`src/hdl/owsm_pkg.sv`:
```
// Shared types and constants of the omni wheel speed mixer.
package owsm_pkg;

   localparam int CMD_W      = 16;              // command field width
   localparam int LIM_W      = 15;              // limit register width
   localparam int OUT_W      = 26;              // wheel speed field width
   localparam int Q_IN       = 14;              // fraction bits of the mix
   localparam int WHEEL_W    = 32;              // signed Q14 wheel value
   localparam int MAG_W      = 31;              // magnitude of a Q14 wheel value
   localparam int MUL_W      = MAG_W + LIM_W;   // magnitude times wheel limit
   localparam int MIX_STAGES = 5;

   localparam logic signed [CMD_W-1:0] SQRT3_Q14 = 16'sd28378;

   localparam logic [OUT_W-1:0] SPEED_MAX = {1'b0, {(OUT_W-1){1'b1}}};
   localparam logic [OUT_W-1:0] SPEED_MIN = {1'b1, {(OUT_W-1){1'b0}}};

   typedef enum logic [1:0] {
      CSR_LIMIT_VX    = 2'd0,
      CSR_LIMIT_VY    = 2'd1,
      CSR_LIMIT_VW    = 2'd2,
      CSR_WHEEL_LIMIT = 2'd3
   } csr_index_type;

   typedef struct packed {
      logic [LIM_W-1:0] limit_vx;
      logic [LIM_W-1:0] limit_vy;
      logic [LIM_W-1:0] limit_vw;
      logic [LIM_W-1:0] wheel_limit;
   } limits_type;

   // Wheel magnitudes, signs, largest magnitude and the scaling decision.
   typedef struct packed {
      logic [2:0][MAG_W-1:0] mag;
      logic [2:0]            neg;
      logic [MAG_W-1:0]      maxq;
      logic                  scale;
   } mix_type;

endpackage

```
`src/hdl/owsm_mixer.sv`:
```
// Clamp, mix, magnitude and maximum stages of the omni wheel speed mixer.
module owsm_mixer import owsm_pkg::*; (
   input  logic                    clock,
   input  logic                    reset,
   input  logic                    in_valid,
   output logic                    in_ready,
   input  logic signed [CMD_W-1:0] cmd_vx,
   input  logic signed [CMD_W-1:0] cmd_vy,
   input  logic signed [CMD_W-1:0] cmd_vw,
   input  limits_type              limits,
   output logic                    out_valid,
   input  logic                    out_ready,
   output mix_type                 out_data
);

   localparam int MS = MIX_STAGES;

   logic [MS-1:0] valid_ff;
   logic [MS-1:0] valid_in;
   logic [MS:0]   rdy;

   logic signed [CMD_W-1:0]   vx_ff, vy_ff, vw_ff;
   logic signed [CMD_W+1:0]   front_sum_ff, front_sum_in;
   logic signed [CMD_W:0]     diff_ff, diff_in;
   logic signed [2*CMD_W-2:0] prod_ff, prod_in;
   logic signed [WHEEL_W-1:0] wheel_ff [3];
   logic signed [WHEEL_W-1:0] wheel_in [3];
   logic [MAG_W-1:0]          mag_ff [3];
   logic [MAG_W-1:0]          mag_in [3];
   logic [2:0]                neg_ff, neg_in;
   mix_type                   out_ff, out_in;

   function automatic logic signed [CMD_W-1:0] clamp_cmd(
      input logic signed [CMD_W-1:0] v,
      input logic [LIM_W-1:0]        lim
   );
      logic signed [CMD_W:0] lim_pos;
      logic signed [CMD_W:0] lim_neg;
      logic signed [CMD_W:0] v_ext;
      lim_pos = signed'({2'b00, lim});
      lim_neg = -lim_pos;
      v_ext   = (CMD_W+1)'(v);
      if (v_ext > lim_pos) return lim_pos[CMD_W-1:0];
      if (v_ext < lim_neg) return lim_neg[CMD_W-1:0];
      return v;
   endfunction

   // A stage takes a new item when it is empty or its content moves on.
   always_comb begin
      rdy[MS] = out_ready;
      for (int k = MS - 1; k >= 0; k--) begin
         rdy[k] = !valid_ff[k] || rdy[k+1];
      end
      valid_in[0] = rdy[0] ? in_valid : valid_ff[0];
      for (int k = 1; k < MS; k++) begin
         valid_in[k] = rdy[k] ? valid_ff[k-1] : valid_ff[k];
      end
   end

   always_ff @(posedge clock) begin
      if (reset) begin
         valid_ff <= '0;
      end else begin
         valid_ff <= valid_in;
      end
   end

   // Stage 1: clamp.
   always_ff @(posedge clock) begin
      if (rdy[0]) begin
         vx_ff <= clamp_cmd(cmd_vx, limits.limit_vx);
         vy_ff <= clamp_cmd(cmd_vy, limits.limit_vy);
         vw_ff <= clamp_cmd(cmd_vw, limits.limit_vw);
      end
   end

   // Stage 2: partial sums and the sqrt3 product.
   always_comb begin
      front_sum_in = ((CMD_W+2)'(vx_ff) <<< 1) + (CMD_W+2)'(vw_ff);
      diff_in      = (CMD_W+1)'(vw_ff) - (CMD_W+1)'(vx_ff);
      prod_in      = (2*CMD_W-1)'(vy_ff) * (2*CMD_W-1)'(SQRT3_Q14);
   end

   always_ff @(posedge clock) begin
      if (rdy[1]) begin
         front_sum_ff <= front_sum_in;
         diff_ff      <= diff_in;
         prod_ff      <= prod_in;
      end
   end

   // Stage 3: wheel values in Q14.
   always_comb begin
      wheel_in[0] = WHEEL_W'(front_sum_ff) <<< Q_IN;
      wheel_in[1] = (WHEEL_W'(diff_ff) <<< Q_IN) - WHEEL_W'(prod_ff);
      wheel_in[2] = (WHEEL_W'(diff_ff) <<< Q_IN) + WHEEL_W'(prod_ff);
   end

   always_ff @(posedge clock) begin
      if (rdy[2]) begin
         wheel_ff <= wheel_in;
      end
   end

   // Stage 4: sign and magnitude.
   always_comb begin
      for (int i = 0; i < 3; i++) begin
         neg_in[i] = wheel_ff[i][WHEEL_W-1];
         mag_in[i] = MAG_W'(neg_in[i] ? -wheel_ff[i] : wheel_ff[i]);
      end
   end

   always_ff @(posedge clock) begin
      if (rdy[3]) begin
         mag_ff <= mag_in;
         neg_ff <= neg_in;
      end
   end

   // Stage 5: largest magnitude and the strict limit test.
   always_comb begin
      logic [MAG_W-1:0] max01;
      max01 = (mag_ff[0] > mag_ff[1]) ? mag_ff[0] : mag_ff[1];
      for (int i = 0; i < 3; i++) begin
         out_in.mag[i] = mag_ff[i];
      end
      out_in.neg   = neg_ff;
      out_in.maxq  = (max01 > mag_ff[2]) ? max01 : mag_ff[2];
      out_in.scale = out_in.maxq > MAG_W'({limits.wheel_limit, {Q_IN{1'b0}}});
   end

   always_ff @(posedge clock) begin
      if (rdy[4]) begin
         out_ff <= out_in;
      end
   end

   assign in_ready  = rdy[0];
   assign out_valid = valid_ff[MS-1];
   assign out_data  = out_ff;

endmodule

```
`config.mk`:
```
export PLATFORM = sky130hd
export DESIGN_NAME = owsm_mixer
export DESIGN_NICKNAME = d
export VERILOG_FILES = /design/src/hdl/owsm_pkg.sv /design/src/hdl/owsm_mixer.sv
export SDC_FILE = /design/constraint.sdc
export NUM_CORES = 1
export LEC_CHECK = 0
export BUFFER_PORTS_ARGS = -buffer_cell sky130_fd_sc_hd__buf_2
export CORE_ASPECT_RATIO = 0.8
export CORE_MARGIN = 1.5
export CORE_UTILIZATION = 45
export DETAILED_ROUTE_END_ITERATION = 8
export PLACE_DENSITY = 0.65
export SYNTH_ARGS = -nofsm -noshare
export SYNTH_HDL_FRONTEND = slang
export SYNTH_SLANG_ARGS = --single-unit
```
`constraint.sdc`:
```
create_clock -name clock -period 5.7 [get_ports clock]
set_clock_uncertainty 0.15 [all_clocks]
set_input_delay 0.855 -clock clock [delete_from_list [all_inputs] [get_ports clock]]
set_output_delay 0.855 -clock clock [all_outputs]
set_load 0.01 [all_outputs]
```
After elaboration in Yosys (flattened, before gate mapping)
Index checks and enable logic that the tools add are counted.
Widths: inputs -> output; s select.
{"block": "word_totals", "register_bits": 424, "rom_bits": 0, "memories": 0, "ramBits": 0, "output_inout_bits": 130, "inputBits": 112, "latch_bits": 0}
{"block": "op_classes", "n_eq_ne": 0, "mul": 1, "shifts": 0, "n_lt_le_gt_ge": 9, "n_reduce_logical": 10, "n_mux": 32, "bitwise_logic": 0, "add_sub_neg": 10, "div": 0}
{"cell": "$mux 16", "count": 12}
{"cell": "$mux 31", "count": 5}
{"cell": "$neg 31->31", "count": 3}
{"cell": "$gt 31x31->1", "count": 2}
{"cell": "$lt 16x17->1", "count": 3}
{"cell": "$neg 15->17", "count": 3}
{"cell": "$gt 16x16->1", "count": 3}
{"cell": "$add 31x31->32", "count": 1}
{"cell": "$sub 31x31->32", "count": 1}
{"cell": "$gt 31x29->1", "count": 1}
{"cell": "$mul 16x15->30 const B", "count": 1}
{"cell": "$add 17x16->18", "count": 1}
{"cell": "$sub 16x16->17", "count": 1}
{"cell": "$mux 1", "count": 15}
{"cell": "$logic_not 1->1", "count": 5}
{"cell": "$logic_or 1x1->1", "count": 5}

Depth between registers and ports, before layout
Gate-level depths: netlist (run 1).
{"block": "logic_depth", "word_depth": 11, "depth_mapped": 28, "depth_no_buf": 26}

Least setup slack after synthesis (run 1)
OpenSTA, ideal clock, no wires.
{"block": "synth_timing", "kind": "flip-flop to flip-flop", "from": "register mag_ff[91] (netlist name)", "to": "register out_ff, in the netlist out_data[0] (data pin)", "arrival_time_ns": 5.709, "setup_ns": 0.270, "path_buffers": 2, "setup_slack_ns": -0.429, "synth_period_minus_slack_ns": 6.129, "stages_incl_launch_ff": 27, "t_required_ns": 5.280, "path_cell_list": "edfxtp_1 ha_1 nand4_1 nor4_1 a221oi_1 o41ai_1 o21ai_1 clkbuf_1 mux2_2 ha_1 nand3_1 or4_1 a311oi_1 nor3_1 a21oi_1 clkbuf_1 nand2_1 o21ai_0 ha_1 nor2b_1 o21a_1 o21a_1 o21a_1 o21ai_0 nand3_1 a31oi_1 o211ai_1"}
{"item": "start, declared", "line_no": "owsm_mixer.sv:28", "source": "logic [MAG_W-1:0] mag_ff [3];"}
{"item": "start signal, assigned", "line_no": "owsm_mixer.sv:115", "source": "mag_ff <= mag_in;"}
{"item": "end signal, assigned", "line_no": "owsm_mixer.sv:134", "source": "out_ff <= out_in;"}
{"item": "end, declared", "line_no": "owsm_mixer.sv:31", "source": "mix_type out_ff, out_in;"}

==> results.md, run 1 <==
* Layout Cell Area excl Fill at 0.0335 mm2
* Core area at 0.0613 mm2
* Ys flop type: edfxtp_1
* Status: finished with violations
* Post-layout util at 54.6%
* DP Wirelength at 52.4 mm
* Num ports at 242
* Detailed Route WL at 64.7 mm
* CP Data Arrival Time at 6100 ps
* Die Span Y at 226 um
* Fin. Hold Viols at 0
* CTS Buf Count at 42
* Avg Inst Size Synth at 11.0 um2
* Max Cap Violations at 0
* Fmax at 168 MHz
* Area post-placement at 0.0313 mm2
* First-pass GRT wire length at 102 mm
* Worst setup EP type: register
* Clk sinks at 386
* TritonCTS clock tree: built
* Syn-to-layout area delta at 19.4%
* Sequential fraction of the synthesis area at 41.2%
* Pre-antenna DRT Iters at 5
* Crit path kind: reg -> reg
* CP Launch Type: register
* Slew margin rel. at 30.3%
* Setup TNS at -337 ps
* Vias per std cell at 5.27
* Cts hold-fix bufs at 0
* Die area at 0.0638 mm2
* Hold WC Path Type: reg -> reg
* Starting Density at 45.7%
* DRC violations left at 0
* Worst slew pin tran at 1050 ps
* Ant. Diodes at 0
* RSZ-0062 raised after global routing: true
* Most common cell after layout, fill and taps aside: edfxtp_1
* Pre-CTS WS at -602 ps
* Port Buffers at 224
* Max Root-Sink Buffers at 3
* Clk_lat worst skew at 570 ps
* Largest net degree at the start of global routing at 80
* Die X-Extent at 282 um
* Wirelength per Cell at 17.0 um
* Failing checks: setup timing
* Post-synth EDFFs at 381
* Gr ovfl total at 0
* Final worst-path setup slack at -256 ps
* Required @ worst endpoint at 5850 ps
* Crit path time final at 5960 ps
* Total GRT Usage at 20.0%
* Count of different cell masters after synthesis at 79
* Nets at 3515
* H-tree depth at 2
* Ys async rst share at 0%
* Initial antenna violation count at 0
* Share of layout cells above drive strength 1 at 21.0%
* Syn Std Cell Area at 0.0280 mm2
* Routed via count at 20098
* Initial drt markers at 1173
* Most frequent cells in the layout: edfxtp_1, inv_1, ha_1, buf_2, xnor2_1
* Root Buffer: clkbuf_16
* Final setup vio count at 3
* Row count at 81
* Via count of the first global-routing pass at 19861
* Mapped Cells at 2556
* Reg clk slew, reported paths at 60 ps
* ANT nets after route at 0
* Yosys reg bits at 386
* Worst-path fanout max at 20
* Final Wtd Congestion at 0.939
* Synth Warn # at 0
* Slew Limit Fails at 0
* Final critical-path share of the clock period at 104%
## layer usage
| layer | share of wire, % | GRT usage, % |
|---|---|---|
| met2 | 46 | 32.1 |
| met5 | 0 | 0 |
| met3 | 4.6 | 2.45 |
| met4 | 2.7 | 6.04 |
| met1 | 47 | 28.3 |
## critical path, stage by stage (launching register included)
cell	delay (ps)
edfxtp_1	350
inv_1	50
ha_1	320
a21oi_1	140
nand2_1	90
a221oi_2	390
o41ai_4	160
o21ai_2	170
buf_6	150
buf_8	140
mux2_2	360
ha_1	300
nand3_2	130
or4_4	560
a311oi_2	240
nor3_2	100
a21oi_4	140
buf_12	160
o21ai_0	110
ha_1	320
nand4_1	150
or4_4	570
a2111oi_2	300
o211ai_1	130
## path summary, 6_finish.rpt
path	slack [ps]	from	cells after the start	endpoint
max	-260	mag_ff[60]	23	out_data[0]
min	270	front_sum_ff[4]	0	wheel_ff[82]
min reg2reg	270	front_sum_ff[4]	0	wheel_ff[82]
max reg2reg	-260	mag_ff[60]	23	out_data[0]
## timing repair
item,4_1_cts,5_1_grt
setup buffers,11,13
endpoints found under the setup margin,7,11
pin swaps,40,68
resized for setup,63,77
## metrics by stage
stage / hold slack (ps) / std cells
finish: 272 / 3814
floorplan: 250 / 2572
global placement: 255 / 3714
CTS: 272 / 3801
global route: 274 / 3814
detailed placement: 258 / 3714
## state kept, by name, indices dropped and copies added, names as in the netlist, 17 cells and up
register and cells:
mag_ff 76, front_sum_ff 18, prod_ff 30, out_data 110, wheel_ff 76, diff_ff 17
## area by class of cell
class | instances | area, um2
Fill cell | 5249 | 27800
Inverter | 365 | 1370
Clock inverter | 27 | 244
Sequential cell | 386 | 11500
Tap cell | 830 | 1040
Multi-Input combinational cell | 1755 | 15600
Timing Repair Buffer | 402 | 2570
Clock buffer | 49 | 1080
## cells by family after synthesis
logic type / synth area share [%]
and+or+nand+nor: 9.75
AOI/OAI and AO/OA: 11.7
adders and majority gates: 23.4
buffers and inverters: 6.02
DFF: 41.2
xor gates and xnor gates: 5.97
muxes: 1.91
other: 0.0134
## synthesized netlist by cell type, types with 12 or more instances
cell type | number | area (um2)
a211oi_1 | 19 | 143
a21o_1 | 35 | 263
a21oi_1 | 93 | 465
a22oi_1 | 23 | 173
a31oi_1 | 24 | 150
and2_1 | 17 | 106
and3_1 | 12 | 75.1
buf_4 | 18 | 135
clkbuf_1 | 42 | 158
edfxtp_1 | 381 | 11400
fa_1 | 124 | 2480
ha_1 | 327 | 4090
inv_1 | 362 | 1360
mux2_2 | 19 | 214
mux2i_1 | 32 | 320
nand2_1 | 147 | 552
nand2b_1 | 17 | 106
nand3_1 | 40 | 200
nand4_1 | 23 | 144
nor2_1 | 119 | 447
nor2b_1 | 29 | 181
nor3_1 | 38 | 190
nor4_1 | 17 | 106
o21a_1 | 31 | 233
o21ai_0 | 125 | 626
o22ai_1 | 22 | 138
o31ai_1 | 24 | 180
o41ai_1 | 15 | 131
or3_1 | 29 | 181
or4_1 | 16 | 120
xnor2_1 | 163 | 1430
xor2_1 | 28 | 245
Power of run 1 is not shown: default switching activity piles up to over one toggle a cycle in this logic, so the estimate is an artifact.
==> run 2: changes to the inputs <==
- CORE_UTILIZATION: 45 -> 40
- PLACE_DENSITY: 0.65 -> 0.61
==> results.md, run 2 (same netlist as run 1, synthesis figures left out) <==
* Status: finished with violations (unchanged)
* Failing checks: setup timing (unchanged)
* Fin. Hold Viols at 0 (unchanged)
* WP buf/inv at 6 (was 4)
* Worst Hold End: wheel_ff[90] (was wheel_ff[82])
* Num ports at 242 (unchanged)
* Flip-flop count of the largest register after layout at 110 (unchanged)
* Most frequent cells in the layout: edfxtp_1, inv_1, ha_1, buf_2, buf_4 (was edfxtp_1, inv_1, ha_1, buf_2, xnor2_1)
* Cts hold-fix bufs at 0 (unchanged)
* RSZ-0062 raised after global routing: true (unchanged)
* Crit path time final at 5980 ps (was 5960 ps)
* Crit-path leading delay family: simple AND/OR/NAND/NOR gates (was compound AO/OA/AOI/OAI gates)
* Initial antenna violation count at 3 (was 0)
* Slew Limit Fails at 0 (unchanged)
* Share of layout cells above drive strength 1 at 21.9% (was 21.0%)
* Fmax at 167 MHz (was 168 MHz)
* DRC violations left at 0 (unchanged)
* Largest net degree at the start of global routing at 80 (unchanged)
* Initial drt markers at 1205 (was 1173)
* Final worst-path setup slack at -279 ps (was -256 ps)
* FF-to-FF Start: mag_ff[53] (was mag_ff[60])
* CP Data Arrival Time at 6120 ps (was 6100 ps)
* First-pass GRT wire length at 106 mm (was 102 mm)
* Die Span Y at 240 um (was 226 um)
* CP Launch Type: register (unchanged)
* Final setup vio count at 6 (was 3)
* Die X-Extent at 299 um (was 282 um)
* Most common cell after layout, fill and taps aside: edfxtp_1 (unchanged)
* Required @ worst endpoint at 5840 ps (was 5850 ps)
* Port Buffers at 224 (unchanged)
* Hold Slack at 265 ps (was 272 ps)
* Routed via count at 20132 (was 20098)
* DP Wirelength at 54.8 mm (was 52.4 mm)
* Core area at 0.0691 mm2 (was 0.0613 mm2)
* Reg clk slew, reported paths at 60 ps (about the same)
* TritonCTS clock tree: built (unchanged)
* Hold_sp: front_sum_ff[12] (was front_sum_ff[4])
* Fill cells at 6227 (was 5249)
* Final Wtd Congestion at 0.905 (was 0.939)
* Vias per std cell at 5.12 (was 5.27)
* Syn-to-layout area delta at 21.4% (was 19.4%)
* Clk sinks at 386 (unchanged)
* Capturing point of the worst reg2reg path: out_data[0] (unchanged)
* Crit path kind: reg -> reg (unchanged)
* Worst setup EP type: register (unchanged)
* Final critical-path share of the clock period at 105% (was 104%)
* Most used cell, CP: buf_6 (was ha_1)
* Nets at 3532 (was 3515)
* Worst R2R Setup Slack at -280 ps (was -260 ps)
* Clk_lat worst skew at 570 ps (about the same)
* Max Cap Violations at 0 (unchanged)
* Crit-path slowest cell: or4_4 (unchanged)
* H-tree depth at 2 (unchanged)
* CP Launch Point: mag_ff[53] (was mag_ff[60])
* Row count at 86 (was 81)
* Hold depth at 0 (unchanged)
* Slew margin rel. at 30.6% (was 30.3%)
* Worst-path fanout max at 8 (was 20)
* Max incr delay on CP at 540 ps (was 570 ps)
* Via count of the first global-routing pass at 20089 (was 19861)
* Wirelength per Cell at 17.2 um (was 17.0 um)
* Gr ovfl total at 0 (unchanged)
* CTS Buf Count at 43 (was 42)
* Root Buffer: clkbuf_16 (unchanged)
* Worst slew pin tran at 1040 ps (was 1050 ps)
* Detailed Route WL at 67.5 mm (was 64.7 mm)
* Total GRT Usage at 18.5% (was 20.0%)
* Hold WC Path Type: reg -> reg (unchanged)
* Die area at 0.0717 mm2 (was 0.0638 mm2)
* Pre-antenna DRT Iters at 7 (was 5)
* Starting Density at 40.6% (was 45.7%)
* Max Root-Sink Buffers at 3 (unchanged)
* ANT nets after route at 0 (unchanged)
* Worst-case reg-to-reg path depth at 25 (was 23)
## run 2: worst max path at each step
stage,cells past startpoint,slack (ps),endpoint
3_3_place_gp,24,-270,out_data[0]
3_5_place_dp,22,-600,out_data[0]
6_report,25,-280,out_data[0]
4_1_cts,27,-140,out_data[0]
2_1_floorplan,25,-60,out_data[0]
5_1_grt,31,-510,out_data[0]
## run 2: cell type report
class | instances | area, um2 | share of cell area [%]
timing repair buffer | 418 | 2740 | 8.06
tap | 924 | 1160 | 3.40
clock buffer | 55 | 1120 | 3.29
clock inverter | 25 | 277 | 0.812
inverter | 365 | 1380 | 4.05
sequential | 386 | 11500 | 33.9
multi-input combinational | 1755 | 15800 | 46.5
antenna | 1 | 2.50 | 0.00735
## run 2: worst register-to-register path: stages (launching register included)
cell and delay (ps):
edfxtp_1 400, inv_1 120, ha_4 220, nand4_1 200, nor4_4 90, a221oi_2 380
o41ai_4 170, o21ai_2 150, buf_6 160, buf_6 100, mux2_4 320, ha_4 270
buf_6 90, nand2_4 40, or4_4 540, a311oi_4 290, nor3_4 90, a21oi_4 210
buf_12 160, buf_4 120, o21ai_2 60, ha_1 320, nand4_1 170, or4_4 530
a2111oi_4 210, o211ai_1 140
## run 2: through the flow
step | utilization [%] | setup TNS (ps) | instances | area (um2) | setup slack, ps
after detailed placement | 45.5 | -1140 | 3814 | 31400 | -603
after global routing | 49.3 | -2280 | 3929 | 34100 | -509
after global placement | 45.5 | -544 | 3814 | 31400 | -270
after CTS | 48.2 | -263 | 3908 | 33300 | -141
after floorplan | - | -59.6 | 2572 | 28200 | -58.8
final | 49.3 | -984 | 3929 | 34100 | -279
## run 2: metal layers
layer	global-route usage, %	share of wire [%]
met2	29.8	46
met1	25.6	47
met5	0	0.040
met4	6.12	2.9
met3	2.59	4.2
## run 2: timing repair
action | 4_1_cts | 5_1_grt
hold endpoints to repair | 0 | 0
resized for setup | 64 | 117
pin swaps | 28 | 116
gates cloned | 2 | 0
endpoints found under the setup margin | 8 | 12
buffers inserted | 12 | 24
Power of run 2 is left out for the same reason.
==> run 3: changes to the inputs <==
- CORE_MARGIN: 1.5 -> 2
- CORE_UTILIZATION: 40 -> 56
- PLACE_DENSITY: 0.61 -> 0.81
==> results.md, run 3 (same netlist as run 1, synthesis figures left out) <==
* First-pass GRT wire length at 104 mm (was 106 mm)
* Final critical-path share of the clock period at 105% (about the same)
* Nets at 3512 (was 3532)
* DP Wirelength at 52.2 mm (was 54.8 mm)
* Clk sinks at 386 (unchanged)
* Gr ovfl total at 0 (unchanged)
* Most frequent cells in the layout: edfxtp_1, inv_1, ha_1, buf_2, buf_4 (unchanged)
* Port Buffers at 224 (unchanged)
* Fin. Hold Viols at 0 (unchanged)
* Worst setup EP type: register (unchanged)
* Final Wtd Congestion at 0.938 (was 0.905)
* Routed via count at 20619 (was 20132)
* Area post-placement at 0.0310 mm2 (was 0.0314 mm2)
* Pre-CTS WS at -614 ps (was -603 ps)
* Vias per std cell at 5.64 (was 5.12)
* Status: finished with violations (unchanged)
* Slew margin rel. at 24.9% (was 30.6%)
* Die area at 0.0519 mm2 (was 0.0717 mm2)
* Die X-Extent at 254 um (was 299 um)
* Share of layout cells above drive strength 1 at 20.6% (was 21.9%)
* CP Data Arrival Time at 6160 ps (was 6120 ps)
* RSZ-0062 raised after global routing: true (unchanged)
* Die Span Y at 204 um (was 240 um)
* Slew Limit Fails at 0 (unchanged)
* Final worst-path setup slack at -302 ps (was -279 ps)
* DRC violations left at 0 (unchanged)
* Initial drt markers at 1401 (was 1205)
* Crit path time final at 6000 ps (was 5980 ps)
* Cts hold-fix bufs at 0 (unchanged)
* Row count at 73 (was 86)
* Ant. Diodes at 0 (was 1)
* Largest net degree at the start of global routing at 80 (unchanged)
* Root Buffer: clkbuf_16 (unchanged)
* Required @ worst endpoint at 5860 ps (was 5840 ps)
* Layout Cell Area excl Fill at 0.0333 mm2 (was 0.0341 mm2)
* Crit path kind: reg -> reg (unchanged)
* Core area at 0.0496 mm2 (was 0.0691 mm2)
* Flip-flop count of the largest register after layout at 110 (unchanged)
* Via count of the first global-routing pass at 20276 (was 20089)
* Starting Density at 56.5% (was 40.6%)
* Num ports at 242 (unchanged)
* Pre-antenna DRT Iters at 5 (was 7)
* CP Launch Type: register (unchanged)
* TritonCTS clock tree: built (unchanged)
* Initial antenna violation count at 0 (was 3)
* Max Root-Sink Buffers at 3 (unchanged)
* H-tree depth at 2 (unchanged)
* Failing checks: setup timing (unchanged)
* Worst-path fanout max at 3 (was 8)
* Most common cell after layout, fill and taps aside: edfxtp_1 (unchanged)
* Worst slew pin tran at 1110 ps (was 1040 ps)
* Wirelength per Cell at 18.1 um (was 17.2 um)
* Syn-to-layout area delta at 18.8% (was 21.4%)
* Detailed Route WL at 66.0 mm (was 67.5 mm)
* Total GRT Usage at 25.1% (was 18.5%)
* Final setup vio count at 11 (was 6)
* Clk_lat worst skew at 560 ps (was 570 ps)
* Hold WC Path Type: reg -> reg (unchanged)
* ANT nets after route at 0 (unchanged)
* Fmax at 167 MHz (about the same)
* CTS Buf Count at 40 (was 43)
* Reg clk slew, reported paths at 60 ps (about the same)
* Max Cap Violations at 0 (unchanged)
==> run 3: cell count changes in the layout (fill, tap and decap cells not counted), sizes merged <==
cell | before | now
clkinvlp | 3 | 0
diode | 1 | 0
clkinv | 15 | 12
clkbuf | 55 | 49
a21oi | 93 | 94
bufinv | 4 | 5
buf | 418 | 400
inv | 368 | 370
==> run 3: final cells by class <==
type	count	area [um2]
flip-flops and latches	386	11500
fillers	3603	16300
multi-input cells	1756	15700
well taps	675	845
clock buffers	49	1070
inverters	365	1380
clock inverters	22	272
repair buffers	400	2530
==> run 3: per-stage QoR <==
stage | hold WS (ps) | std cells | utilization (%) | TNS [ps]
after detailed placement | 255 | 3553 | 62.5 | -1400
after CTS | 250 | 3643 | 66.2 | -275
after floorplan | 250 | 2572 | - | -59.6
after global routing | 255 | 3653 | 67.2 | -2830
final | 252 | 3653 | 67.2 | -1360
after global placement | 251 | 3553 | 62.5 | -524
==> run 3: worst paths after layout <==
| kind | start | endpoint | slack [ps] | depth (start not counted) |
|---|---|---|---|---|
| setup / recovery | vy_ff[7] | prod_ff[23] | -300 | 17 |
| setup reg to reg | vy_ff[7] | prod_ff[23] | -300 | 17 |
| hold reg to reg | front_sum_ff[8] | wheel_ff[86] | 250 | 0 |
| hold / removal | front_sum_ff[8] | wheel_ff[86] | 250 | 0 |
==> run 3: timing repair <==
action	in CTS	in global routing
pin swaps	43	59
setup buffers	18	11
hold endpoints to repair	0	0
resized for setup	78	65
cloned	1	0
setup endpoints to repair	8	12
==> run 3: layer usage <==
layer | up-vias | part of all wire [%] | global-route usage (%)
li1 | 9883 | - | -
met1 | 9953 | 43 | 33.9
met2 | 666 | 48 | 42.2
met3 | 117 | 5.6 | 3.45
met4 | 0 | 2.8 | 7.63
met5 | - | 0 | 0
==> run 3: worst max-delay path, stage by stage (launching register included) <==
cell and delay (ps):
edfxtp_1 490, ha_4 330, inv_4 40, fa_1 590
fa_1 440, fa_1 470, fa_1 550, inv_1 50
fa_1 450, ha_2 210, or3_4 340, o21bai_4 190
a32o_2 310, o41a_1 370, a211o_1 320, a21o_1 210
a21oi_2 140, xnor2_1 90
Power of run 3 is left out for the same reason.
